===== config.mk =====
export PLATFORM = sky130hd
export DESIGN_NAME = key_debounce_auto_repeat_top_flat
export DESIGN_NICKNAME = d
export VERILOG_FILES = /design/src/rtl/kdar_pkg.sv /design/src/rtl/kdar_in_if.sv /design/src/rtl/kdar_out_if.sv /design/src/rtl/kdar_state_ram.sv /design/src/rtl/kdar_key_update.sv /design/src/rtl/key_debounce_auto_repeat_top.sv /design/src/flat_wrapper.sv
export SDC_FILE = /design/constraint.sdc
export NUM_CORES = 1
export LEC_CHECK = 0
export ABC_AREA = 0
export BUFFER_PORTS_ARGS = -buffer_cell sky130_fd_sc_hd__buf_2
export CORE_MARGIN = 5
export CORE_UTILIZATION = 35
export DETAILED_ROUTE_END_ITERATION = 10
export GPL_ROUTABILITY_DRIVEN = 0
export PLACE_DENSITY_LB_ADDON = 0.12
export SYNTH_ARGS = -nofsm -noshare
export SYNTH_HDL_FRONTEND = slang
export SYNTH_SLANG_ARGS = --single-unit

===== constraint.sdc =====
create_clock -name clk -period 9.72 [get_ports clk]
set_clock_uncertainty 0.05 [all_clocks]
set_input_delay 0.972 -clock clk [delete_from_list [all_inputs] [get_ports clk]]
set_output_delay 0.972 -clock clk [all_outputs]
set_load 0.05 [all_outputs]

===== src/rtl/kdar_pkg.sv =====
// Shared types and constants for the key debounce / auto-repeat block.
// No dependencies; the interfaces, kdar_key_update and the top import this package.
package kdar_pkg;

    localparam int TICK_W    = 8;
    localparam int MODE_W    = 4;
    localparam int KEY_W     = 4;
    localparam int CMD_W     = 2;
    localparam int KIND_W    = 2;
    localparam int CFG_IDX_W = 2;
    localparam int CFG_W     = 8;

    // Item commands
    localparam logic [CMD_W-1:0] CMD_SAMPLE = 2'd0;
    localparam logic [CMD_W-1:0] CMD_PAUSE  = 2'd1;
    localparam logic [CMD_W-1:0] CMD_KILL   = 2'd2;

    // Event kinds
    localparam logic [KIND_W-1:0] EV_FIRST  = 2'd0;
    localparam logic [KIND_W-1:0] EV_REPEAT = 2'd1;
    localparam logic [KIND_W-1:0] EV_LONG   = 2'd2;
    localparam logic [KIND_W-1:0] EV_BREAK  = 2'd3;

    // Per-key mode codes; repeat modes are 8 + log2(interval)
    localparam logic [MODE_W-1:0] MODE_OFF    = 4'd0;
    localparam logic [MODE_W-1:0] MODE_START  = 4'd1;
    localparam logic [MODE_W-1:0] MODE_DELAY  = 4'd2;
    localparam logic [MODE_W-1:0] MODE_PAUSE  = 4'd3;
    localparam logic [MODE_W-1:0] MODE_KILLED = 4'd4;
    localparam logic [MODE_W-1:0] MODE_RPT0   = 4'd8;
    localparam logic [MODE_W-1:0] MODE_RPT1   = 4'd9;
    localparam logic [MODE_W-1:0] MODE_RPT2   = 4'd10;
    localparam logic [MODE_W-1:0] MODE_RPT3   = 4'd11;
    localparam logic [MODE_W-1:0] MODE_RPT4   = 4'd12;

    // Configuration register indexes
    localparam logic [CFG_IDX_W-1:0] CFG_LONG_PRESS   = 2'd0;
    localparam logic [CFG_IDX_W-1:0] CFG_FIRST_REPEAT = 2'd1;
    localparam logic [CFG_IDX_W-1:0] CFG_REPEAT_STEP  = 2'd2;
    localparam logic [CFG_IDX_W-1:0] CFG_PAUSE        = 2'd3;

    localparam logic [CFG_W-1:0] LONG_PRESS_RST   = 8'd32;
    localparam logic [CFG_W-1:0] FIRST_REPEAT_RST = 8'd40;
    localparam logic [CFG_W-1:0] REPEAT_STEP_RST  = 8'd48;
    localparam logic [CFG_W-1:0] PAUSE_RST        = 8'd64;

    typedef struct packed {
        logic [CFG_W-1:0] long_press_ticks;
        logic [CFG_W-1:0] first_repeat_ticks;
        logic [CFG_W-1:0] repeat_step_ticks;
        logic [CFG_W-1:0] pause_ticks;
    } kdar_cfg_t;

    typedef struct packed {
        logic              valid;
        logic [KIND_W-1:0] kind;
    } kdar_event_t;

endpackage


===== src/rtl/kdar_in_if.sv =====
// Input channel of the key debounce block: valid/ready plus one item.
// Depends on kdar_pkg for field widths.
interface kdar_in_if;
    import kdar_pkg::*;

    logic             valid;
    logic             ready;
    logic [CMD_W-1:0] cmd;
    logic [KEY_W-1:0] key_index;
    logic             key_level;

    modport source (output valid, output cmd, output key_index, output key_level,
                    input ready);
    modport sink   (input valid, input cmd, input key_index, input key_level,
                    output ready);
endinterface


===== src/rtl/kdar_out_if.sv =====
// Result channel of the key debounce block: valid/ready plus one result.
// Depends on kdar_pkg for field widths.
interface kdar_out_if;
    import kdar_pkg::*;

    logic              valid;
    logic              ready;
    logic [KEY_W-1:0]  key_out;
    logic              event_valid;
    logic [KIND_W-1:0] event_kind;
    logic              key_pressed;

    modport source (output valid, output key_out, output event_valid,
                    output event_kind, output key_pressed, input ready);
    modport sink   (input valid, input key_out, input event_valid,
                    input event_kind, input key_pressed, output ready);
endinterface


===== src/rtl/kdar_state_ram.sv =====
// Per-key state memory: one write port, one registered read port,
// per-entry valid bits (unwritten entries read as zero) and a write bypass.
module kdar_state_ram #(
    parameter  int DEPTH = 16,
    parameter  int WIDTH = 16,
    localparam int AW    = (DEPTH > 1) ? $clog2(DEPTH) : 1
) (
    input  logic             clk,
    input  logic             rst_n,
    input  logic             rd_en,
    input  logic [AW-1:0]    rd_addr,
    output logic [WIDTH-1:0] rd_data,
    input  logic             wr_en,
    input  logic [AW-1:0]    wr_addr,
    input  logic [WIDTH-1:0] wr_data
);
    logic [WIDTH-1:0] mem [DEPTH];
    logic [DEPTH-1:0] vld_reg;
    logic [WIDTH-1:0] mem_q_reg;
    logic             vld_q_reg;
    logic             hit_reg;
    logic [WIDTH-1:0] byp_reg;

    always_ff @(posedge clk)
    begin
        if (wr_en)
        begin
            mem[wr_addr] <= wr_data;
        end
        if (rd_en)
        begin
            mem_q_reg <= mem[rd_addr];
            byp_reg   <= wr_data;
        end
    end

    always_ff @(posedge clk or negedge rst_n)
    begin
        if (!rst_n)
        begin
            vld_reg   <= '0;
            vld_q_reg <= 1'b0;
            hit_reg   <= 1'b0;
        end
        else
        begin
            if (wr_en)
            begin
                vld_reg[wr_addr] <= 1'b1;
            end
            if (rd_en)
            begin
                vld_q_reg <= vld_reg[rd_addr];
                // same-edge write to the entry being read: take the new data
                hit_reg   <= wr_en && (wr_addr == rd_addr);
            end
        end
    end

    assign rd_data = hit_reg   ? byp_reg   :
                     vld_q_reg ? mem_q_reg : '0;

    a_hit_needs_write: assert property (@(posedge clk) disable iff (!rst_n)
        rd_en && wr_en && (wr_addr == rd_addr) |=> hit_reg && (rd_data == $past(wr_data)))
        else $error("bypass did not forward the same-edge write");

    a_unwritten_reads_zero: assert property (@(posedge clk) disable iff (!rst_n)
        rd_en && !wr_en && !vld_reg[rd_addr] |=> (rd_data == '0))
        else $error("unwritten entry did not read as zero");

    a_written_entry_valid: assert property (@(posedge clk) disable iff (!rst_n)
        wr_en |=> vld_reg[$past(wr_addr)])
        else $error("written entry not marked valid");

endmodule


===== src/rtl/kdar_key_update.sv =====
// Next-state and event logic for one key item (filter, tick counter, mode).
// Depends on kdar_pkg; pure combinational update of one memory entry.
module kdar_key_update #(
    parameter  int FILTER_DEPTH = 4,
    localparam int EW           = FILTER_DEPTH + kdar_pkg::TICK_W + kdar_pkg::MODE_W
) (
    input  logic [kdar_pkg::CMD_W-1:0] cmd,
    input  logic                       key_level,
    input  logic                       in_range,
    input  kdar_pkg::kdar_cfg_t        cfg,
    input  logic [EW-1:0]              cur_entry,
    output logic [EW-1:0]              nxt_entry,
    output kdar_pkg::kdar_event_t      ev,
    output logic                       pressed
);
    import kdar_pkg::*;

    localparam logic [FILTER_DEPTH-1:0] FILT_ONES = '1;

    logic [FILTER_DEPTH-1:0] cur_filt;
    logic [TICK_W-1:0]       cur_tick;
    logic [MODE_W-1:0]       cur_mode;
    logic [FILTER_DEPTH:0]   filt_shift;
    logic [FILTER_DEPTH-1:0] f;
    logic [TICK_W-1:0]       cnt;
    logic [MODE_W-1:0]       m;
    logic [TICK_W-1:0]       rpt_mask;
    kdar_event_t             ev_raw;

    assign {cur_mode, cur_tick, cur_filt} = cur_entry;
    assign filt_shift = {cur_filt, key_level};

    always_comb
    begin
        f        = cur_filt;
        cnt      = cur_tick;
        m        = cur_mode;
        ev_raw   = '0;
        rpt_mask = '0;
        case (cmd)
            CMD_SAMPLE:
            begin
                f   = filt_shift[FILTER_DEPTH-1:0];
                cnt = cur_tick + TICK_W'(1);
                // release ends any press
                if ((m != MODE_OFF) && (f == '0))
                begin
                    if (m != MODE_KILLED)
                    begin
                        ev_raw.valid = 1'b1;
                        ev_raw.kind  = EV_BREAK;
                    end
                    cnt = '0;
                    m   = MODE_OFF;
                end
                case (m)
                    MODE_OFF:
                    begin
                        if (f == FILT_ONES)
                        begin
                            m   = MODE_START;
                            cnt = '0;
                        end
                    end
                    MODE_START:
                    begin
                        ev_raw.valid = 1'b1;
                        ev_raw.kind  = EV_FIRST;
                        m            = MODE_DELAY;
                        cnt          = '0;
                    end
                    MODE_DELAY:
                    begin
                        if (cnt == cfg.long_press_ticks)
                        begin
                            ev_raw.valid = 1'b1;
                            ev_raw.kind  = EV_LONG;
                        end
                        if (cnt == cfg.first_repeat_ticks)
                        begin
                            m   = MODE_RPT4;
                            cnt = '0;
                        end
                    end
                    MODE_PAUSE:
                    begin
                        if (cnt >= cfg.pause_ticks)
                        begin
                            m   = MODE_RPT3;
                            cnt = '0;
                        end
                    end
                    MODE_RPT4, MODE_RPT3, MODE_RPT2, MODE_RPT1:
                    begin
                        // halve the interval once the step has elapsed
                        if (cnt >= cfg.repeat_step_ticks)
                        begin
                            m   = m - MODE_W'(1);
                            cnt = '0;
                        end
                        rpt_mask = ~({TICK_W{1'b1}} << m[2:0]);
                        if ((cnt & rpt_mask) == '0)
                        begin
                            ev_raw.valid = 1'b1;
                            ev_raw.kind  = EV_REPEAT;
                        end
                    end
                    MODE_RPT0:
                    begin
                        ev_raw.valid = 1'b1;
                        ev_raw.kind  = EV_REPEAT;
                    end
                    default:
                    begin
                    end
                endcase
            end
            CMD_PAUSE:
            begin
                m   = MODE_PAUSE;
                cnt = '0;
            end
            CMD_KILL:
            begin
                m = MODE_KILLED;
            end
            default:
            begin
            end
        endcase
    end

    assign nxt_entry = {m, cnt, f};
    assign ev        = in_range ? ev_raw : '0;
    assign pressed   = in_range && (f == FILT_ONES);

endmodule


===== src/rtl/key_debounce_auto_repeat_top.sv =====
// Top level of the key debounce and accelerating auto-repeat block.
// Depends on kdar_pkg, kdar_in_if, kdar_out_if, kdar_state_ram, kdar_key_update.

// Debounces a bank of NUM_KEYS_P keys and turns each key's sample stream into
// first-press, long-press, repeat and break events. Items arrive one per beat
// on in_ch, each naming one key; every item yields exactly one result beat on
// out_ch, in order. The block takes one item per clock cycle sustained while
// out_ch is ready; a stalled output holds the input. The per-key state
// (filter, tick counter, mode) lives in a single memory read at acceptance and
// written back when the item leaves the update stage; the one read-modify-write
// per item per cycle, closed by a write bypass in the memory, sets that rate.
// Back-to-back items for the same key are handled at full rate. Reset returns
// every key to the off state at once (no clearing pass) and loads the register
// defaults 32, 40, 48 and 64. Write the configuration registers only while no
// item is in flight.
module key_debounce_auto_repeat_top #(
    parameter int NUM_KEYS_P   = 16,
    parameter int FILTER_DEPTH = 4
) (
    input  logic                           clk,
    input  logic                           rst_n,
    kdar_in_if.sink                        in_ch,
    kdar_out_if.source                     out_ch,
    input  logic                           cfg_we,
    input  logic [kdar_pkg::CFG_IDX_W-1:0] cfg_index,
    input  logic [kdar_pkg::CFG_W-1:0]     cfg_data
);
    import kdar_pkg::*;

    localparam int AW = (NUM_KEYS_P > 1) ? $clog2(NUM_KEYS_P) : 1;
    localparam int EW = FILTER_DEPTH + TICK_W + MODE_W;

    // Configuration registers
    kdar_cfg_t cfg_reg;

    // Update stage: holds the item whose state is being read this cycle
    logic             s1_valid_reg;
    logic [CMD_W-1:0] s1_cmd_reg;
    logic [KEY_W-1:0] s1_key_reg;
    logic             s1_level_reg;

    // Output register
    logic              out_valid_reg;
    logic [KEY_W-1:0]  out_key_reg;
    logic              out_ev_valid_reg;
    logic [KIND_W-1:0] out_kind_reg;
    logic              out_pressed_reg;

    logic              in_fire;
    logic              s1_fire;
    logic              s1_in_range;
    logic [KEY_W+AW-1:0] in_key_ext;
    logic [KEY_W+AW-1:0] s1_key_ext;
    logic [AW-1:0]     rd_addr;
    logic [AW-1:0]     wr_addr;
    logic [EW-1:0]     cur_entry;
    logic [EW-1:0]     nxt_entry;
    kdar_event_t       ev;
    logic              pressed;

    // Advance the update stage whenever the output register is free or drains
    assign s1_fire     = s1_valid_reg && (!out_valid_reg || out_ch.ready);
    assign in_ch.ready = !s1_valid_reg || s1_fire;
    assign in_fire     = in_ch.valid && in_ch.ready;

    assign in_key_ext  = {{AW{1'b0}}, in_ch.key_index};
    assign s1_key_ext  = {{AW{1'b0}}, s1_key_reg};
    assign rd_addr     = in_key_ext[AW-1:0];
    assign wr_addr     = s1_key_ext[AW-1:0];
    // Keys beyond the bank change nothing and report not pressed
    assign s1_in_range = ({{(32-KEY_W){1'b0}}, s1_key_reg} < 32'(NUM_KEYS_P));

    kdar_state_ram #(
        .DEPTH (NUM_KEYS_P),
        .WIDTH (EW)
    ) u_state_ram (
        .clk     (clk),
        .rst_n   (rst_n),
        .rd_en   (in_fire),
        .rd_addr (rd_addr),
        .rd_data (cur_entry),
        .wr_en   (s1_fire && s1_in_range),
        .wr_addr (wr_addr),
        .wr_data (nxt_entry)
    );

    kdar_key_update #(
        .FILTER_DEPTH (FILTER_DEPTH)
    ) u_key_update (
        .cmd       (s1_cmd_reg),
        .key_level (s1_level_reg),
        .in_range  (s1_in_range),
        .cfg       (cfg_reg),
        .cur_entry (cur_entry),
        .nxt_entry (nxt_entry),
        .ev        (ev),
        .pressed   (pressed)
    );

    // Configuration writes
    always_ff @(posedge clk or negedge rst_n)
    begin
        if (!rst_n)
        begin
            cfg_reg.long_press_ticks   <= LONG_PRESS_RST;
            cfg_reg.first_repeat_ticks <= FIRST_REPEAT_RST;
            cfg_reg.repeat_step_ticks  <= REPEAT_STEP_RST;
            cfg_reg.pause_ticks        <= PAUSE_RST;
        end
        else if (cfg_we)
        begin
            case (cfg_index)
                CFG_LONG_PRESS:   cfg_reg.long_press_ticks   <= cfg_data;
                CFG_FIRST_REPEAT: cfg_reg.first_repeat_ticks <= cfg_data;
                CFG_REPEAT_STEP:  cfg_reg.repeat_step_ticks  <= cfg_data;
                CFG_PAUSE:        cfg_reg.pause_ticks        <= cfg_data;
                default:
                begin
                end
            endcase
        end
    end

    // Stage and output valid flags
    always_ff @(posedge clk or negedge rst_n)
    begin
        if (!rst_n)
        begin
            s1_valid_reg  <= 1'b0;
            out_valid_reg <= 1'b0;
        end
        else
        begin
            if (in_ch.ready)
            begin
                s1_valid_reg <= in_ch.valid;
            end
            if (s1_fire)
            begin
                out_valid_reg <= 1'b1;
            end
            else if (out_ch.ready)
            begin
                out_valid_reg <= 1'b0;
            end
        end
    end

    // Payload: capture the accepted beat, then hold the result until taken
    always_ff @(posedge clk)
    begin
        if (in_fire)
        begin
            s1_cmd_reg   <= in_ch.cmd;
            s1_key_reg   <= in_ch.key_index;
            s1_level_reg <= in_ch.key_level;
        end
        if (s1_fire)
        begin
            out_key_reg      <= s1_key_reg;
            out_ev_valid_reg <= ev.valid;
            out_kind_reg     <= ev.kind;
            out_pressed_reg  <= pressed;
        end
    end

    assign out_ch.valid       = out_valid_reg;
    assign out_ch.key_out     = out_key_reg;
    assign out_ch.event_valid = out_ev_valid_reg;
    assign out_ch.event_kind  = out_kind_reg;
    assign out_ch.key_pressed = out_pressed_reg;

    a_stall_only_when_full: assert property (@(posedge clk) disable iff (!rst_n)
        !in_ch.ready |-> s1_valid_reg && out_valid_reg && !out_ch.ready)
        else $error("input stalled while the pipeline has room");

    a_break_not_pressed: assert property (@(posedge clk) disable iff (!rst_n)
        out_valid_reg && out_ev_valid_reg && (out_kind_reg == EV_BREAK)
        |-> !out_pressed_reg)
        else $error("break event reported with key still pressed");

    a_no_event_kind_zero: assert property (@(posedge clk) disable iff (!rst_n)
        out_valid_reg && !out_ev_valid_reg |-> (out_kind_reg == EV_FIRST))
        else $error("event kind set without an event");

endmodule

===== src/flat_wrapper.sv =====
// flat-port wrapper written by rule: the top's interface ports become plain ports
module key_debounce_auto_repeat_top_flat import kdar_pkg::*;
#(
    parameter int NUM_KEYS_P   = 16,
    parameter int FILTER_DEPTH = 4
)
  (clk, rst_n, cfg_we, cfg_index, cfg_data, in_ch_valid, in_ch_cmd, in_ch_key_index, in_ch_key_level, in_ch_ready, out_ch_valid, out_ch_key_out, out_ch_event_valid, out_ch_event_kind, out_ch_key_pressed, out_ch_ready);
  kdar_in_if in_ch_i ();
  kdar_out_if out_ch_i ();
  input  logic clk;
  input  logic rst_n;
  input  logic cfg_we;
  input  logic [kdar_pkg::CFG_IDX_W-1:0] cfg_index;
  input  logic [kdar_pkg::CFG_W-1:0] cfg_data;
  input wire logic [$bits(in_ch_i.valid)-1:0] in_ch_valid;
  input wire logic [$bits(in_ch_i.cmd)-1:0] in_ch_cmd;
  input wire logic [$bits(in_ch_i.key_index)-1:0] in_ch_key_index;
  input wire logic [$bits(in_ch_i.key_level)-1:0] in_ch_key_level;
  output wire logic [$bits(in_ch_i.ready)-1:0] in_ch_ready;
  output wire logic [$bits(out_ch_i.valid)-1:0] out_ch_valid;
  output wire logic [$bits(out_ch_i.key_out)-1:0] out_ch_key_out;
  output wire logic [$bits(out_ch_i.event_valid)-1:0] out_ch_event_valid;
  output wire logic [$bits(out_ch_i.event_kind)-1:0] out_ch_event_kind;
  output wire logic [$bits(out_ch_i.key_pressed)-1:0] out_ch_key_pressed;
  input wire logic [$bits(out_ch_i.ready)-1:0] out_ch_ready;
  assign in_ch_i.valid = in_ch_valid;
  assign in_ch_i.cmd = in_ch_cmd;
  assign in_ch_i.key_index = in_ch_key_index;
  assign in_ch_i.key_level = in_ch_key_level;
  assign in_ch_ready = in_ch_i.ready;
  assign out_ch_valid = out_ch_i.valid;
  assign out_ch_key_out = out_ch_i.key_out;
  assign out_ch_event_valid = out_ch_i.event_valid;
  assign out_ch_event_kind = out_ch_i.event_kind;
  assign out_ch_key_pressed = out_ch_i.key_pressed;
  assign out_ch_i.ready = out_ch_ready;
  key_debounce_auto_repeat_top #(.NUM_KEYS_P(NUM_KEYS_P), .FILTER_DEPTH(FILTER_DEPTH)) u_core (.clk(clk), .rst_n(rst_n), .in_ch(in_ch_i), .out_ch(out_ch_i), .cfg_we(cfg_we), .cfg_index(cfg_index), .cfg_data(cfg_data));
endmodule

==> results.md <==
- DR iter-0 viols: 559
- Post-DP HPWL: 21900 um
- Skew-Pair Late Insertion Delay: 0.55 ns
- Post-CTS Setup Bufs: 0
- Cts bufs inserted: 40
- CTS tree: yes
- Peak supply drop: 0.119 mV
- Comb pwr share: 17.0%
- Htree depth: 2
- HP Start: u_core.u_state_ram.vld_reg[8]$_DFFE_PN0P_
- Syn Inst Count: 845
- Final WL: 36800 um
- Reg2reg setup slack: 4.06 ns
- Clock Tree Buf Depth: 3
- ANT cells: 0
- Clock Sinks: 355
- Global Route Usage Sum: 15.6%
- Status: complete, no violations
- Max reg flops: 256
- Fin crit period: 5.66 ns
- Most frequent cells in the layout: edfxtp_1, mux4_2, dfrtp_1
- Seq/Total Area, Yosys: 69.0%
- Mapped cell area: 15100 sq um
- Async set-reset flop share out of synthesis: 14.6%
- WL/cell: 24.4 um
- WS Path Type: reg -> reg
- Slew HR: 15.1%
- Tcrit/Tclk final: 58.2%
- MaxCap Viol Count: 0
- Setup TNS: 0 ns
- Synth unique cells: 73
- Post-CTS resize count: 0
- Chip Height: 218 um
- Final Max Tran Viols: 0
- P_sw: 1080 uW
- Yosys reg bits: 355
- Iteration count of the initial detailed-routing pass: 4
- Via-per-instance ratio: 5.12
- Worst setup SP type: register
- Clock Pin Slew Worst Setup and Hold Paths: 0.06 ns
- Syn Area/Cell: 17.9 sq um
- R2r startpoint: u_core.u_state_ram.hit_reg$_DFFE_PN0P_
- Die Wd: 218 um
- Number of remaining DRC errors: 0
- PnR worst setup slack: 4.06 ns
- CP required: 9.84 ns
- Worst min path class: reg -> reg
- Sequential power share: 47.9%
- Main flop type after synthesis: edfxtp_1
- RSZ-0062 raised after global routing: no
- PortBufs: 31
- NumNets Final: 942
- Area delta synth->final: 14.3%
- Initial core utilization: 35.2%
- Fmax achieved: 0.177 GHz
- Initial antenna violation count: 0
- Ys Warns: 0
- First-pass GRT wire length: 54600 um
- Largest net degree at the start of global routing: 60
- Total number of vias: 7732
- Grt total ovfl: 0
- Io pins: 32
- Most common cell after layout, fill and taps aside: edfxtp_1
- Fill count: 3842
- Total Die Area: 47300 sq um
- Antenna-violating nets left: 0
- Crit Path Max Fanout: 38
- Critical path endpoint category: register
- Int Pwr: 2870 uW
- Final Hold Viols: 0
- Hold_buf cts: 0
- CTS Root Cell: clkbuf_16
- PD cells: 230 nW/um^2
- Core Area: 42900 sq um
- Worst setup path startpoint: u_core.u_state_ram.hit_reg$_DFFE_PN0P_
- Rows: 76
- Final setup vio count: 0
- Clock Power Share: 35.1%
- Fraction of power spent switching nets: 27.4%
- Post-synth EDFFs: 303
- Syn_nets: 886
- Crit path DAT: 5.78 ns
- Slew of the pin with the lowest slew margin: 1.27 ns
- Post-Place Setup Slack: 4.10 ns
- Layout cells sized above 1: 29.6%
- Vias in the first global route: 8077
- P_leak: 0.00582 uW
==> power by group through the flow <==
| stage | clock network (uW) | logic [uW] | registers (uW) |
|---|---|---|---|
| 6_report | 1390 | 673 | 1890 |
| 5_1_grt | 1490 | 740 | 1900 |
| 4_1_cts | 1430 | 681 | 1890 |
| 3_5_place_dp | 0 | 680 | 1920 |
| 3_3_place_gp | 0 | 677 | 1920 |
| 2_1_floorplan | 0 | 484 | 1910 |
==> cells by family after synthesis <==
family          after synthesis  synth area share, %
xor+xnor                     20                 1.25
fa+ha+maj                    21                 1.72
simple gates                157                 5.75
compound gates              110                 5.23
buf+inv                      61                 1.70
mux                         121                 15.4
flops                       355                 69.0
==> worst max-delay path: stages (launching register included) <==
cell and delay, ns:
dfrtp_1 0.32, buf_4 0.33, nand3b_1 0.17, and2_1 0.35, inv_1 0.22, ha_1 0.28
inv_1 0.16, a21o_1 0.16, xor2_1 0.29, nor2_1 0.17, ha_1 0.33, a21o_1 0.18
a21oi_1 0.12, o21ai_0 0.10, maj3_1 0.36, a21o_1 0.24, o21a_1 0.22, o2111ai_4 0.14
nand2_1 0.15, o22ai_1 0.93
==> cell type report <==
cell class,instances,area [sq um],area share [%]
clock buffers,47,1030,5.96
well taps,585,732,4.25
flip-flops and latches,355,10400,60.4
repair buffers,49,295,1.71
inverters,26,97.6,0.566
clock inverters,20,163,0.944
multi-input cells,429,4520,26.2
==> stage by stage <==
stage	area [sq um]	utilization [%]	hold slack, ns	total power [uW]	std cells
finish	17200	40.2	0.414	3960	1511
floorplan	15100	-	0.374	2390	845
CTS	17200	40.2	0.414	4000	1511
detailed placement	16000	37.4	0.401	2600	1444
global route	17200	40.2	0.421	4130	1511
global placement	16000	37.4	0.398	2600	1444
==> worst paths after layout <==
path	cells past startpoint	end
max	19	u_core.u_state_ram.mem[0][6]$_DFFE_PP_
min	1	u_core.u_state_ram.vld_reg[8]$_DFFE_PN0P_
max reg2reg	19	u_core.u_state_ram.mem[0][6]$_DFFE_PP_
min reg2reg	1	u_core.u_state_ram.vld_reg[8]$_DFFE_PN0P_
max in group asynchronous	2	u_core.cfg_reg[5]$_DFFE_PN0P_
min in group asynchronous	2	u_core.out_ch.valid$_DFFE_PN0P_
==> metal layers <==
metal / vias up / part of all wire (%) / routed length (um) / global-route usage [%]
li1: 3498 / - / - / -
met1: 4032 / 46 / 17100 / 22.0
met2: 155 / 48 / 17700 / 25.5
met3: 47 / 3.4 / 1240 / 2.35
met4: 0 / 2.2 / 816 / 4.28
met5: - / 0 / 0 / 0
==> cells in the mapped netlist, types with 4 or more instances <==
| cell | count | share of area, % |
|---|---|---|
| a21o_1 | 8 | 0.40 |
| a21oi_1 | 19 | 0.63 |
| xor2_1 | 9 | 0.52 |
| and2_1 | 5 | 0.21 |
| a22o_1 | 4 | 0.23 |
| nand2_1 | 34 | 0.85 |
| o22ai_1 | 4 | 0.17 |
| nor3_1 | 13 | 0.43 |
| dfrtp_1 | 46 | 7.6 |
| mux2_2 | 33 | 2.5 |
| a22oi_1 | 10 | 0.50 |
| nand3b_1 | 9 | 0.45 |
| o21bai_1 | 4 | 0.20 |
| ha_1 | 19 | 1.6 |
| nand2b_1 | 9 | 0.37 |
| nand3_1 | 14 | 0.46 |
| a32o_1 | 4 | 0.27 |
| edfxtp_1 | 303 | 60 |
| dfstp_2 | 6 | 1.0 |
| buf_1 | 8 | 0.20 |
| xnor2_1 | 10 | 0.58 |
| inv_1 | 26 | 0.65 |
| a31oi_1 | 8 | 0.33 |
| or2_2 | 17 | 0.71 |
| o21ai_0 | 24 | 0.80 |
| clkbuf_1 | 20 | 0.50 |
| mux4_2 | 85 | 13 |
| nor2_1 | 30 | 0.75 |
(Power assumes the default switching activity.)
